**config.mk**
```make
export PLATFORM = sky130hd
export DESIGN_NAME = header_stream_decrypt_key_recovery
export DESIGN_NICKNAME = d
export VERILOG_FILES = /design/src/sv/hsdk_pkg.sv /design/src/sv/hsdk_ctrl.sv /design/src/sv/hsdk_dpath.sv /design/src/sv/header_stream_decrypt_key_recovery.sv
export SDC_FILE = /design/constraint.sdc
export NUM_CORES = 1
export LEC_CHECK = 0
export ABC_AREA = 1
export BUFFER_PORTS_ARGS = -buffer_cell sky130_fd_sc_hd__buf_2
export CORE_MARGIN = 1
export CORE_UTILIZATION = 32
export CTS_CLUSTER_DIAMETER = 30
export CTS_CLUSTER_SIZE = 14
export DETAILED_ROUTE_END_ITERATION = 8
export PLACE_DENSITY = 0.58
export SETUP_SLACK_MARGIN = 0.2
export SYNTH_ARGS = -nofsm -noshare
export SYNTH_HDL_FRONTEND = slang
export SYNTH_HIERARCHICAL = 1
export SYNTH_SLANG_ARGS = --single-unit
```
**constraint.sdc**
```tcl
create_clock -name clk -period 7.25 [get_ports clk]
set_input_delay 0.3625 -clock clk [delete_from_list [all_inputs] [get_ports clk]]
set_output_delay 0.3625 -clock clk [all_outputs]
set_load 0.1 [all_outputs]
```
**src/sv/hsdk_pkg.sv**
```systemverilog
package hsdk_pkg;

  // key ring depth, legal range 2 to 64
  localparam int KEY_LEN   = 20;
  localparam int ADDR_W    = (KEY_LEN > 1) ? $clog2(KEY_LEN) : 1;
  localparam int CNT_W     = $clog2(KEY_LEN + 1);
  localparam int HDR_BYTES = 8;
  localparam int HDR_W     = 8 * HDR_BYTES;
  localparam int LEN_W     = 4;
  localparam int PLEN_W    = 16;
  localparam int SEL_W     = $clog2(HDR_BYTES);

  localparam logic [LEN_W-1:0]  HL_RESET  = LEN_W'(4);
  localparam logic [LEN_W-1:0]  HL_MAX    = LEN_W'(HDR_BYTES);
  localparam logic [LEN_W-1:0]  LEARN_CNT = LEN_W'(2);
  localparam logic [PLEN_W-1:0] LEN_BIAS  = PLEN_W'(2);

  typedef logic [ADDR_W-1:0] addr_t;

  typedef enum logic [1:0] {
    ST_IDLE,
    ST_WRITE,
    ST_WALK,
    ST_DONE
  } state_t;

  typedef struct packed {
    logic load;
    logic wr_en;
    logic walk_start;
    logic walk_dec;
    logic walk_en;
    logic finish;
  } cmd_t;

  typedef struct packed {
    logic wr_done;
    logic first;
    logic all_ok;
    logic pair_known;
    logic walk_done;
    logic out_free;
  } sts_t;

  function automatic addr_t ring_next(input addr_t a);
    return (a == addr_t'(KEY_LEN - 1)) ? '0 : a + addr_t'(1);
  endfunction

  function automatic addr_t ring_prev(input addr_t a);
    return (a == '0) ? addr_t'(KEY_LEN - 1) : a - addr_t'(1);
  endfunction

endpackage

```
**src/sv/hsdk_ctrl.sv**
```systemverilog
module hsdk_ctrl (
  input  logic              clk,
  input  logic              rst_n,
  input  logic              in_valid,
  output logic              in_ready,
  input  hsdk_pkg::sts_t    sts,
  output hsdk_pkg::cmd_t    cmd
);

  hsdk_pkg::state_t state_r, state_nxt;

  always_ff @(posedge clk) begin
    if (!rst_n) begin
      state_r <= hsdk_pkg::ST_IDLE;
    end else begin
      state_r <= state_nxt;
    end
  end

  always_comb begin
    state_nxt = state_r;
    cmd       = '0;
    in_ready  = 1'b0;
    unique case (state_r)
      hsdk_pkg::ST_IDLE: begin
        in_ready = 1'b1;
        if (in_valid) begin
          cmd.load  = 1'b1;
          state_nxt = hsdk_pkg::ST_WRITE;
        end
      end
      hsdk_pkg::ST_WRITE: begin
        if (!sts.wr_done) begin
          cmd.wr_en = 1'b1;
        end else if (sts.first) begin
          state_nxt = hsdk_pkg::ST_DONE;
        end else if (sts.all_ok) begin
          cmd.walk_start = 1'b1;
          cmd.walk_dec   = 1'b1;
          state_nxt      = hsdk_pkg::ST_WALK;
        end else if (!sts.pair_known) begin
          cmd.walk_start = 1'b1;
          state_nxt      = hsdk_pkg::ST_WALK;
        end else begin
          state_nxt = hsdk_pkg::ST_DONE;
        end
      end
      hsdk_pkg::ST_WALK: begin
        cmd.walk_en = 1'b1;
        if (sts.walk_done) begin
          state_nxt = hsdk_pkg::ST_DONE;
        end
      end
      hsdk_pkg::ST_DONE: begin
        if (sts.out_free) begin
          cmd.finish = 1'b1;
          state_nxt  = hsdk_pkg::ST_IDLE;
        end
      end
      default: begin
        state_nxt = hsdk_pkg::ST_IDLE;
      end
    endcase
  end

endmodule

```
**src/sv/hsdk_dpath.sv**
```systemverilog
module hsdk_dpath (
  input  logic                          clk,
  input  logic                          rst_n,
  input  hsdk_pkg::cmd_t                cmd,
  output hsdk_pkg::sts_t                sts,
  input  logic                          cfg_valid,
  output logic                          cfg_ready,
  input  logic [hsdk_pkg::LEN_W-1:0]    cfg_header_length,
  input  logic [hsdk_pkg::HDR_W-1:0]    in_header_bytes,
  input  logic [hsdk_pkg::PLEN_W-1:0]   in_packet_length,
  output logic                          out_valid,
  input  logic                          out_ready,
  output logic [hsdk_pkg::HDR_W-1:0]    out_header_out,
  output logic                          out_decrypted,
  output logic                          out_key_learned,
  output logic                          out_whole_key
);

  // configuration
  logic [hsdk_pkg::LEN_W-1:0] hl_r;

  // rings: cipher and key as memories, valid and known marks as flops
  logic [7:0]                  cmem [hsdk_pkg::KEY_LEN];
  logic [7:0]                  kmem [hsdk_pkg::KEY_LEN];
  logic [hsdk_pkg::KEY_LEN-1:0] cvld_r;
  logic [hsdk_pkg::KEY_LEN-1:0] known_r;
  logic [hsdk_pkg::CNT_W-1:0]  cnt_r;

  // per-stream state
  hsdk_pkg::addr_t pos_r;
  logic            first_r;

  // per-item registers
  logic [hsdk_pkg::HDR_BYTES-1:0][7:0] res_r;
  logic [hsdk_pkg::PLEN_W-1:0]         plen_r;
  logic [hsdk_pkg::LEN_W-1:0]          len_r;
  logic [hsdk_pkg::LEN_W-1:0]          k_r;
  hsdk_pkg::addr_t                     idx_r;
  logic                                all_ok_r;
  logic                                dec_r;
  logic                                lrn_r;

  // walk over the ring
  hsdk_pkg::addr_t             ridx_r;
  hsdk_pkg::addr_t             aaddr_r;
  logic [hsdk_pkg::LEN_W-1:0]  j_r;
  logic [hsdk_pkg::LEN_W-1:0]  aj_r;
  logic [hsdk_pkg::LEN_W-1:0]  n_r;
  logic                        vp_r;
  logic [7:0]                  prev_r;
  logic [7:0]                  cdat_q;
  logic                        cvld_q;
  logic [7:0]                  kdat_q;

  // output register
  logic                        out_valid_r;
  logic [hsdk_pkg::HDR_W-1:0]  out_hdr_r;
  logic                        out_dec_r;
  logic                        out_lrn_r;
  logic                        out_whole_r;

  logic [7:0]                  c_byte;
  logic [7:0]                  mix;
  logic [hsdk_pkg::PLEN_W-1:0] pl_v;
  logic [7:0]                  plain_byte;
  logic [hsdk_pkg::SEL_W-1:0]  bsel;
  logic                        issue;
  logic                        arrive;

  assign cfg_ready = 1'b1;

  assign c_byte     = cvld_q ? cdat_q : 8'h00;
  assign mix        = c_byte - prev_r;
  assign pl_v       = plen_r - hsdk_pkg::LEN_BIAS;
  assign plain_byte = (aj_r == hsdk_pkg::LEN_W'(1)) ? pl_v[15:8] : pl_v[7:0];
  assign bsel       = hsdk_pkg::SEL_W'(aj_r - hsdk_pkg::LEN_W'(1));
  assign issue      = cmd.walk_en && (j_r <= n_r);
  assign arrive     = cmd.walk_en && vp_r && (aj_r != '0);

  assign sts.wr_done    = (k_r == len_r);
  assign sts.first      = first_r;
  assign sts.all_ok     = all_ok_r;
  assign sts.pair_known = known_r[pos_r] & known_r[hsdk_pkg::ring_next(pos_r)];
  assign sts.walk_done  = vp_r && (aj_r == n_r);
  assign sts.out_free   = !out_valid_r || out_ready;

  // control registers
  always_ff @(posedge clk) begin
    if (!rst_n) begin
      hl_r        <= hsdk_pkg::HL_RESET;
      cvld_r      <= '0;
      known_r     <= '0;
      cnt_r       <= '0;
      pos_r       <= '0;
      first_r     <= 1'b1;
      vp_r        <= 1'b0;
      out_valid_r <= 1'b0;
    end else begin
      if (cfg_valid && cfg_ready) begin
        hl_r <= cfg_header_length;
      end
      if (cmd.wr_en) begin
        cvld_r[idx_r] <= 1'b1;
      end
      if (arrive && !dec_r) begin
        known_r[aaddr_r] <= 1'b1;
        if (!known_r[aaddr_r]) begin
          cnt_r <= cnt_r + hsdk_pkg::CNT_W'(1);
        end
      end
      if (cmd.walk_start) begin
        vp_r <= 1'b0;
      end else if (cmd.walk_en) begin
        vp_r <= issue;
      end
      if (cmd.finish) begin
        pos_r       <= idx_r;
        first_r     <= 1'b0;
        out_valid_r <= 1'b1;
      end else if (out_ready) begin
        out_valid_r <= 1'b0;
      end
    end
  end

  // memories, read data registered
  always_ff @(posedge clk) begin
    if (cmd.wr_en) begin
      cmem[idx_r] <= res_r[k_r[hsdk_pkg::SEL_W-1:0]];
    end
    if (arrive && !dec_r) begin
      kmem[aaddr_r] <= plain_byte ^ mix;
    end
    cdat_q <= cmem[ridx_r];
    cvld_q <= cvld_r[ridx_r];
    kdat_q <= kmem[ridx_r];
  end

  // item datapath
  always_ff @(posedge clk) begin
    if (cmd.load) begin
      res_r    <= in_header_bytes;
      plen_r   <= in_packet_length;
      len_r    <= (hl_r > hsdk_pkg::HL_MAX) ? hsdk_pkg::HL_MAX : hl_r;
      k_r      <= '0;
      idx_r    <= pos_r;
      all_ok_r <= 1'b1;
      dec_r    <= 1'b0;
      lrn_r    <= 1'b0;
    end
    if (cmd.wr_en) begin
      all_ok_r <= all_ok_r & known_r[idx_r];
      idx_r    <= hsdk_pkg::ring_next(idx_r);
      k_r      <= k_r + hsdk_pkg::LEN_W'(1);
    end
    if (cmd.walk_start) begin
      dec_r  <= cmd.walk_dec;
      lrn_r  <= !cmd.walk_dec;
      n_r    <= cmd.walk_dec ? len_r : hsdk_pkg::LEARN_CNT;
      j_r    <= '0;
      ridx_r <= hsdk_pkg::ring_prev(pos_r);
    end else if (issue) begin
      aaddr_r <= ridx_r;
      aj_r    <= j_r;
      ridx_r  <= hsdk_pkg::ring_next(ridx_r);
      j_r     <= j_r + hsdk_pkg::LEN_W'(1);
    end
    if (cmd.walk_en && vp_r) begin
      prev_r <= c_byte;
    end
    if (arrive && dec_r) begin
      res_r[bsel] <= kdat_q ^ mix;
    end
    if (cmd.finish) begin
      out_hdr_r   <= res_r;
      out_dec_r   <= dec_r;
      out_lrn_r   <= lrn_r;
      out_whole_r <= (cnt_r == hsdk_pkg::CNT_W'(hsdk_pkg::KEY_LEN));
    end
  end

  assign out_valid       = out_valid_r;
  assign out_header_out  = out_hdr_r;
  assign out_decrypted   = out_dec_r;
  assign out_key_learned = out_lrn_r;
  assign out_whole_key   = out_whole_r;

endmodule

```
**src/sv/header_stream_decrypt_key_recovery.sv**
```systemverilog
// flow: L header bytes go to the cipher ring, L the header length (capped at 8);
//   unless the header is only stored or nothing is learned, a walk handles n ring
//   bytes, n = L when decrypting, 2 when learning; then the result is registered
// throughput: one header at a time; the next is taken when the sequencer is idle;
//   ring bytes move one per cycle through one read port of each ring memory
// reset: synchronous active-low rst_n clears rings' valid and known marks, position,
//   first-header flag and header length (back to 4); no clearing pass needed
module header_stream_decrypt_key_recovery (
  input  logic                          clk,
  input  logic                          rst_n,
  // configuration: header length
  input  logic                          cfg_valid,
  output logic                          cfg_ready,
  input  logic [hsdk_pkg::LEN_W-1:0]    cfg_header_length,
  // encrypted header in
  input  logic                          in_valid,
  output logic                          in_ready,
  input  logic [hsdk_pkg::HDR_W-1:0]    in_header_bytes,
  input  logic [hsdk_pkg::PLEN_W-1:0]   in_packet_length,
  // result out
  output logic                          out_valid,
  input  logic                          out_ready,
  output logic [hsdk_pkg::HDR_W-1:0]    out_header_out,
  output logic                          out_decrypted,
  output logic                          out_key_learned,
  output logic                          out_whole_key
);

  // command and status between sequencer and datapath
  hsdk_pkg::cmd_t cmd;
  hsdk_pkg::sts_t sts;

  // sequencer: idle, write cipher bytes, walk the ring, hand off result
  hsdk_ctrl u_ctrl (
    .clk      (clk),
    .rst_n    (rst_n),
    .in_valid (in_valid),
    .in_ready (in_ready),
    .sts      (sts),
    .cmd      (cmd)
  );

  // datapath: rings, key check, decrypt or learn walk, output register
  // the output register lets the sequencer go idle while a result waits
  hsdk_dpath u_dpath (
    .clk               (clk),
    .rst_n             (rst_n),
    .cmd               (cmd),
    .sts               (sts),
    .cfg_valid         (cfg_valid),
    .cfg_ready         (cfg_ready),
    .cfg_header_length (cfg_header_length),
    .in_header_bytes   (in_header_bytes),
    .in_packet_length  (in_packet_length),
    .out_valid         (out_valid),
    .out_ready         (out_ready),
    .out_header_out    (out_header_out),
    .out_decrypted     (out_decrypted),
    .out_key_learned   (out_key_learned),
    .out_whole_key     (out_whole_key)
  );

endmodule
```
==> run_results.csv, run 1 <==
group,metric,value,unit
grt,grt_pass1_vias,18020,
synth,synthTopCellsByCount,"445 x edfxtp_1, 401 x nor2_1, 359 x nand2_1",
grt,grt_pass1_wl,107.9,mm
grt,grt_most_used_layer,"met2",
power,pwr-share-clk,38.1,%
clock_tree,cts_buffers,113,
floorplanning,start_util,32.43,%
critical_path,cp_max_fo,21,
detailed_routing,drt_wl_total,71.96,mm
timing,hold_violations,0,
grt,antenna_found_initial,2,
synth,synth.largest_area_cell,"edfxtp_1",
place,portBuffers,157,
grt,grtUsageMet2,28.02,%
floorplanning,die_area,79890,um2
synth,synth.area.top_cells,"edfxtp_1 53%, dfxtp_1 11%, nor2_1 6.0%",
synth,synth_edf_count,445,
finish,drive_above_1_share,16.32,%
critical_path,r2r_cells,18,
flow_run,max_cap_viol_count,0,
clock_tree,cts_root_buffer,"clkbuf_16",
timing,timing.final.crit_share,56.21,%
finish,nNetsFinal,2799,
power,p_leak,11.90,nW
timing,finalSetupViolations,0,
power,pwr-share-seq,35.8,%
place,dp_hpwl,44.97,mm
critical_path,cp_data_required_time,7550,ps
grt,use_met1,24.27,%
detailed_routing,dr.first_iter.drc_count,1745,
power,intPower,9.203,mW
power,switchingPower,4.923,mW
synth,synthArstFlopShare,0,%
place,placed_cell_area,27010,um2
power,power.density,445.7,nW/um2
timing,drv_slew,0,
timing,skew,51.30,ps
clock_tree,htreeDepth,3,
timing,worst_pin_slew,1309,ps
critical_path,cp-start-kind,"flip-flop",
detailed_routing,routedWlPerCell,18.86,um
synth,syn-num-nets,2559,
detailed_routing,via_count,19020,
grt,use_met3,3.073,%
clock_tree,clkTransAtPathRegs,50,ps
min_path,hold_path.class,"primary input to flip-flop",
floorplanning,die_h,282.6,um
min_path,min_path_cells,5,
timing,slew_headroom,12.30,%
detailed_routing,drcViolationCount,0,
grt,grt_max_degree,171,
synth,ys_types,54,
synth,ys_seq_elements,589,
synth,synth_area,25200,um2
floorplanning,rows,102,
synth,avgSynthCellArea,10.34,um2
power,fin_total_pwr,14.13,mW
detailed_routing,ant_nets,0,
finish,area_growth,25.75,%
finish,n_fill_cell,7381,
place,place_congestion,0.8769,
finish,multi_input_area,7787,um2
grt,track_usage,17.71,%
synth,synth_most_common_cell,"edfxtp_1",
status,outcome,"finished clean",
synth,synth_ff_type,"edfxtp_1",
timing,setup_tns,0,ps
grt,grt_overflow,0,
critical_path,worstPathArrival,4380,ps
floorplanning,die_x,282.6,um
timing,fmax,245.4,MHz
clock_tree,cts_tree,"done",
power,ir_worst_vdd,0.0002294,V
clock_tree,clock_sinks,589,
critical_path,endpoint_kind,"flip-flop",
power,swShare,34.85,%
floorplanning,coreArea,77720,um2
clock_tree,cts_max_path_buffers,3,
synth,seq_area_frac_synth,64.46,%
synth,yosysWarningCount,6,
power,pwr-share-comb,26.1,%
detailed_routing,dr.pass1.iters,5,
synth,synth.top_cell.area_share,53.02,%
finish,regArea,16250,um2
floorplanning,ios,159,
timing,rsz0062_at_grt,"false",
synth,synthCells,2437,
clock_tree,clock_latency,660,ps
critical_path,crit_type,"flip-flop to flip-flop",
detailed_routing,vias_per_cell,4.984,
timing,min_period,4075,ps
clock_tree,post_cts_resized,0,
finish,fin_area,31690,um2
-- critical path, cell delays in order (launching register included) --
cell	delay, ps
dfxtp_1	710
clkinv_1	690
ha_1	590
nand2_4	110
nor2_1	110
nand2_1	60
nand2_1	70
nand2_1	40
nand2_1	60
inv_1	40
nand2_1	50
nand2_1	40
nand2_1	50
nor2_1	50
nand2_1	60
nand2_1	60
nor3_1	460
inv_1	220
nand2_1	270
-- power groups by stage --
stage	clock, mW	sequential (mW)	combinational (mW)
global placement	0	5.10	3.60
CTS	5.46	5.05	3.68
global route	5.61	5.10	4.02
detailed placement	0	5.11	3.63
floorplan	0	5.20	2.09
finish	5.38	5.06	3.68
-- logic make-up after synthesis --
group,Yosys count,share of synthesized area [%]
compound gates,564,12.60
xor+xnor,36,1.311
fa+ha+maj,33,1.668
buf+inv,305,5.049
flops,589,64.46
mux,1,0.03972
other cells,1,0.01488
simple gates,908,14.85
-- metal layers --
layer | part of all wire (%) | up-vias | wire length [um]
li1 | - | 8993 | -
met2 | 47 | 632 | 33630
met5 | 0 | - | 0
met1 | 44 | 9258 | 32000
met4 | 2.8 | 0 | 2003
met3 | 6.0 | 137 | 4321
-- state kept, by name (all words and copies together) (netlist names), 16 cells and up --
register                count
u_dpath/cmem              160
u_dpath/known_r            20
u_dpath/res_r              64
u_dpath/kmem              160
u_dpath/cvld_r             20
u_dpath/out_header_out     64
u_dpath/plen_r             16
-- stage by stage --
stage	utilization [%]	setup slack (ps)	hold slack, ps	cells
final	40.78	3175	29.69	3816
after floorplan	-	4211	400.3	2437
after detailed placement	34.75	3230	413.2	3534
after global routing	40.78	2641	34.66	3816
after CTS	40.77	3180	0.7545	3815
after global placement	34.75	3279	412.4	3534
-- worst paths after layout --
path                            start                         end  slack [ps]
setup / recovery     u_dpath/pos_r[0]           u_dpath/ridx_r[3]        3170
hold / removal    in_header_bytes[55]           u_dpath/res_r[55]          30
setup reg to reg     u_dpath/pos_r[0]           u_dpath/ridx_r[3]        3170
hold reg to reg     u_dpath/res_r[27]  u_dpath/out_header_out[27]         410
-- layout make-up --
class | count | share of cell area (%)
Antenna cell | 1 | 0.007896
Clock inverter | 82 | 3.225
Clock buffer | 131 | 9.392
Inverter | 182 | 2.187
Tap cell | 1040 | 4.106
Multi-Input combinational cell | 1543 | 24.57
Timing Repair Buffer | 248 | 5.251
Sequential cell | 589 | 51.26
-- timing repair --
item | CTS | global route
hold buffers | 68 | 0
endpoints found under the hold margin | 67 | 0
buffers inserted | 0 | 0
-- placed cells by master (no fill, tap or decap), types with 19 or more instances in the layout --
cell           synthesis  final
ha_1                  32     32
nand3_1               97     97
o21ai_0              279    279
o221ai_1              25     25
a21oi_1              100    100
buf_2                 37    157
clkbuf_16              0    114
nand2_1              359    359
inv_1                160    157
o211ai_1              21     21
o22ai_1               58     58
nor2_1               401    400
dlygate4sd3_1          0     68
edfxtp_1             445    445
buf_4                 10     21
a31oi_1               34     26
dfxtp_1              144    144
xor2_1                19     19
Note: power is estimated with default switching activity, not from simulation.
==> run 2, diff against run 1 <==
PLACE_DENSITY = 0.6   (was 0.58)
clock period = 3.5 ns   (was 7.25 ns; I/O delays follow)
==> run 2 against run 1 <==
Compared with the run above: cell area grew 1.5%; sequential power grew 110%; non-clock buffer count grew 59; highest routed layer unchanged; critical path type unchanged; clock power grew 110%; sequential cell count is the same; die area is the same; cell count grew 1.5%; critical path depth grew 1; wire length grew 1.2%; clock skew shrank 17 ps.
==> run_results.csv, run 2 (synthesis gave the netlist of run 1 again) <==
group,metric,value,unit
status,outcome,"finished clean",
finish,nNetsFinal,2856,
critical_path,endpoint_kind,"flip-flop",
critical_path,worstPathArrival,3140,ps
timing,drv_slew,0,
grt,grt_overflow,0,
power,fin_total_pwr,29.29,mW
clock_tree,clock_sinks,589,
finish,drive_above_1_share,16.81,%
floorplanning,die_x,282.6,um
timing,finalSetupViolations,0,
finish,final_cell_mix,"445 x edfxtp_1, 401 x nor2_1, 359 x nand2_1",
timing,holdWs,237.1,ps
clock_tree,clock_latency,670,ps
finish,multi_input_area,7750,um2
place,placed_cell_area,27260,um2
detailed_routing,dr.pass1.iters,5,
detailed_routing,drcViolationCount,0,
timing,skew,34.36,ps
critical_path,cp_max_fo,15,
detailed_routing,via_count,19270,
detailed_routing,ant_nets,0,
finish,n_fill_cell,7305,
detailed_routing,routedWlPerCell,18.81,um
clock_tree,post_cts_buffers,0,
floorplanning,coreArea,77720,um2
finish,regArea,16250,um2
finish,largestRegisters,"u_dpath/cmem (160), u_dpath/kmem (160)",
floorplanning,ios,159,
floorplanning,die_area,79890,um2
clock_tree,htreeDepth,3,
finish,final_common_cell,"edfxtp_1",
timing,worst_pin_slew,1089,ps
place,dp_hpwl,46.18,mm
flow_run,max_cap_viol_count,0,
timing,fmax,354.5,MHz
critical_path,cp-start-kind,"flip-flop",
floorplanning,rows,102,
critical_path,crit_type,"flip-flop to flip-flop",
grt,antenna_found_initial,0,
power,power.density,910.1,nW/um2
power,p_leak,12.15,nW
clock_tree,cts_buffers,111,
grt,grt_max_degree,175,
clock_tree,cts_tree,"done",
finish,area_growth,27.68,%
timing,setup_tns,0,ps
place,portBuffers,157,
critical_path,cp_data_required_time,3820,ps
min_path,hold_path.class,"primary input to flip-flop",
timing,min_period,2821,ps
critical_path,r2r_cells,19,
place,place_congestion,0.8941,
timing,hold_violations,0,
critical_path,r2r-start,"u_dpath/pos_r[0]",
finish,antenna_cells,0,
grt,track_usage,17.91,%
detailed_routing,vias_per_cell,4.976,
detailed_routing,drt_wl_total,72.84,mm
clock_tree,cts_max_path_buffers,3,
timing,slew_headroom,27.41,%
finish,fin_area,32180,um2
floorplanning,die_h,282.6,um
timing,rsz0062_at_grt,"false",
power,ir_worst_vdd,0.0004596,V
clock_tree,cts_root_buffer,"clkbuf_16",
critical_path,startpoint,"u_dpath/pos_r[0]",
floorplanning,start_util,32.43,%
clock_tree,clkTransAtPathRegs,60,ps
timing,timing.final.crit_share,80.59,%
min_path,min_path_cells,2,
grt,grt_pass1_vias,18640,
detailed_routing,dr.first_iter.drc_count,1754,
grt,grt_pass1_wl,109.4,mm
min_path,min-delay-start,"in_packet_length[0]",
==> run 2: cell types whose count changed in the layout (fill, tap and decap cells not counted), moves of 4 or more <==
cell / before / now
buf_4: 21 / 49
dlygate4sd3_1: 68 / 95
inv_6: 12 / 6
buf_12: 2 / 6
xnor2_1: 9 / 13
xnor2_2: 6 / 2
==> run 2: worst paths after layout <==
kind                            slack, ps                         end
worst max register to register        680           u_dpath/ridx_r[3]
worst min register to register        420  u_dpath/out_header_out[11]
worst min-delay path                  240           u_dpath/plen_r[0]
worst max-delay path                  680           u_dpath/ridx_r[3]
==> run 2: where the power goes <==
group	switching [mW]	internal, mW	total (mW)	leakage, nW
registers	0.735	9.78	10.5	5.23
logic	5.76	1.94	7.70	5.03
clock network	3.71	7.35	11.1	1.89
==> run 2: critical path: stages, from the launching register on <==
cell and delay [ps]:
dfxtp_1 500, clkinv_1 150, ha_1 380, nand2_4 110
nor2_1 100, nand2_1 50, nand2_1 70, nand2_1 50
nand2_1 60, inv_1 40, nand2_1 40, nand2_1 50
nand2_1 60, nor2_1 40, nand2_1 60, nand2_1 60
nor3_1 130, buf_4 240, inv_1 120, nand2_1 210
==> run 2: per-stage QoR <==
stage	utilization [%]	setup WS (ps)	instances
2_1_floorplan	-	461.3	2437
3_3_place_gp	35.08	707.4	3566
3_5_place_dp	35.08	723.6	3566
4_1_cts	41.40	702.3	3872
5_1_grt	41.40	322.4	3872
6_report	41.40	679.2	3872
==> run 2: final cells by class <==
| cell class | instances | area share (%) |
|---|---|---|
| clock buffers | 132 | 9.363 |
| clock inverters | 79 | 2.959 |
| inverters | 182 | 2.154 |
| multi-input cells | 1543 | 24.08 |
| flip-flops and latches | 589 | 50.48 |
| well taps | 1040 | 4.044 |
| repair buffers | 307 | 6.913 |
==> run 2: routing by layer <==
metal | track usage, % | part of all wire, % | up-vias
li1 | - | - | 9110
met1 | 24.16 | 43 | 9258
met3 | 3.535 | 6.9 | 154
met2 | 28.35 | 47 | 744
met4 | 6.722 | 3.0 | 0
met5 | 0 | 0 | -
==> run 2: timing repair <==
action                                 in CTS  in global routing
endpoints found under the hold margin      87                  0
setup endpoints to repair                   0                  0
resized for setup                           0                  0
hold buffers                               95                  0
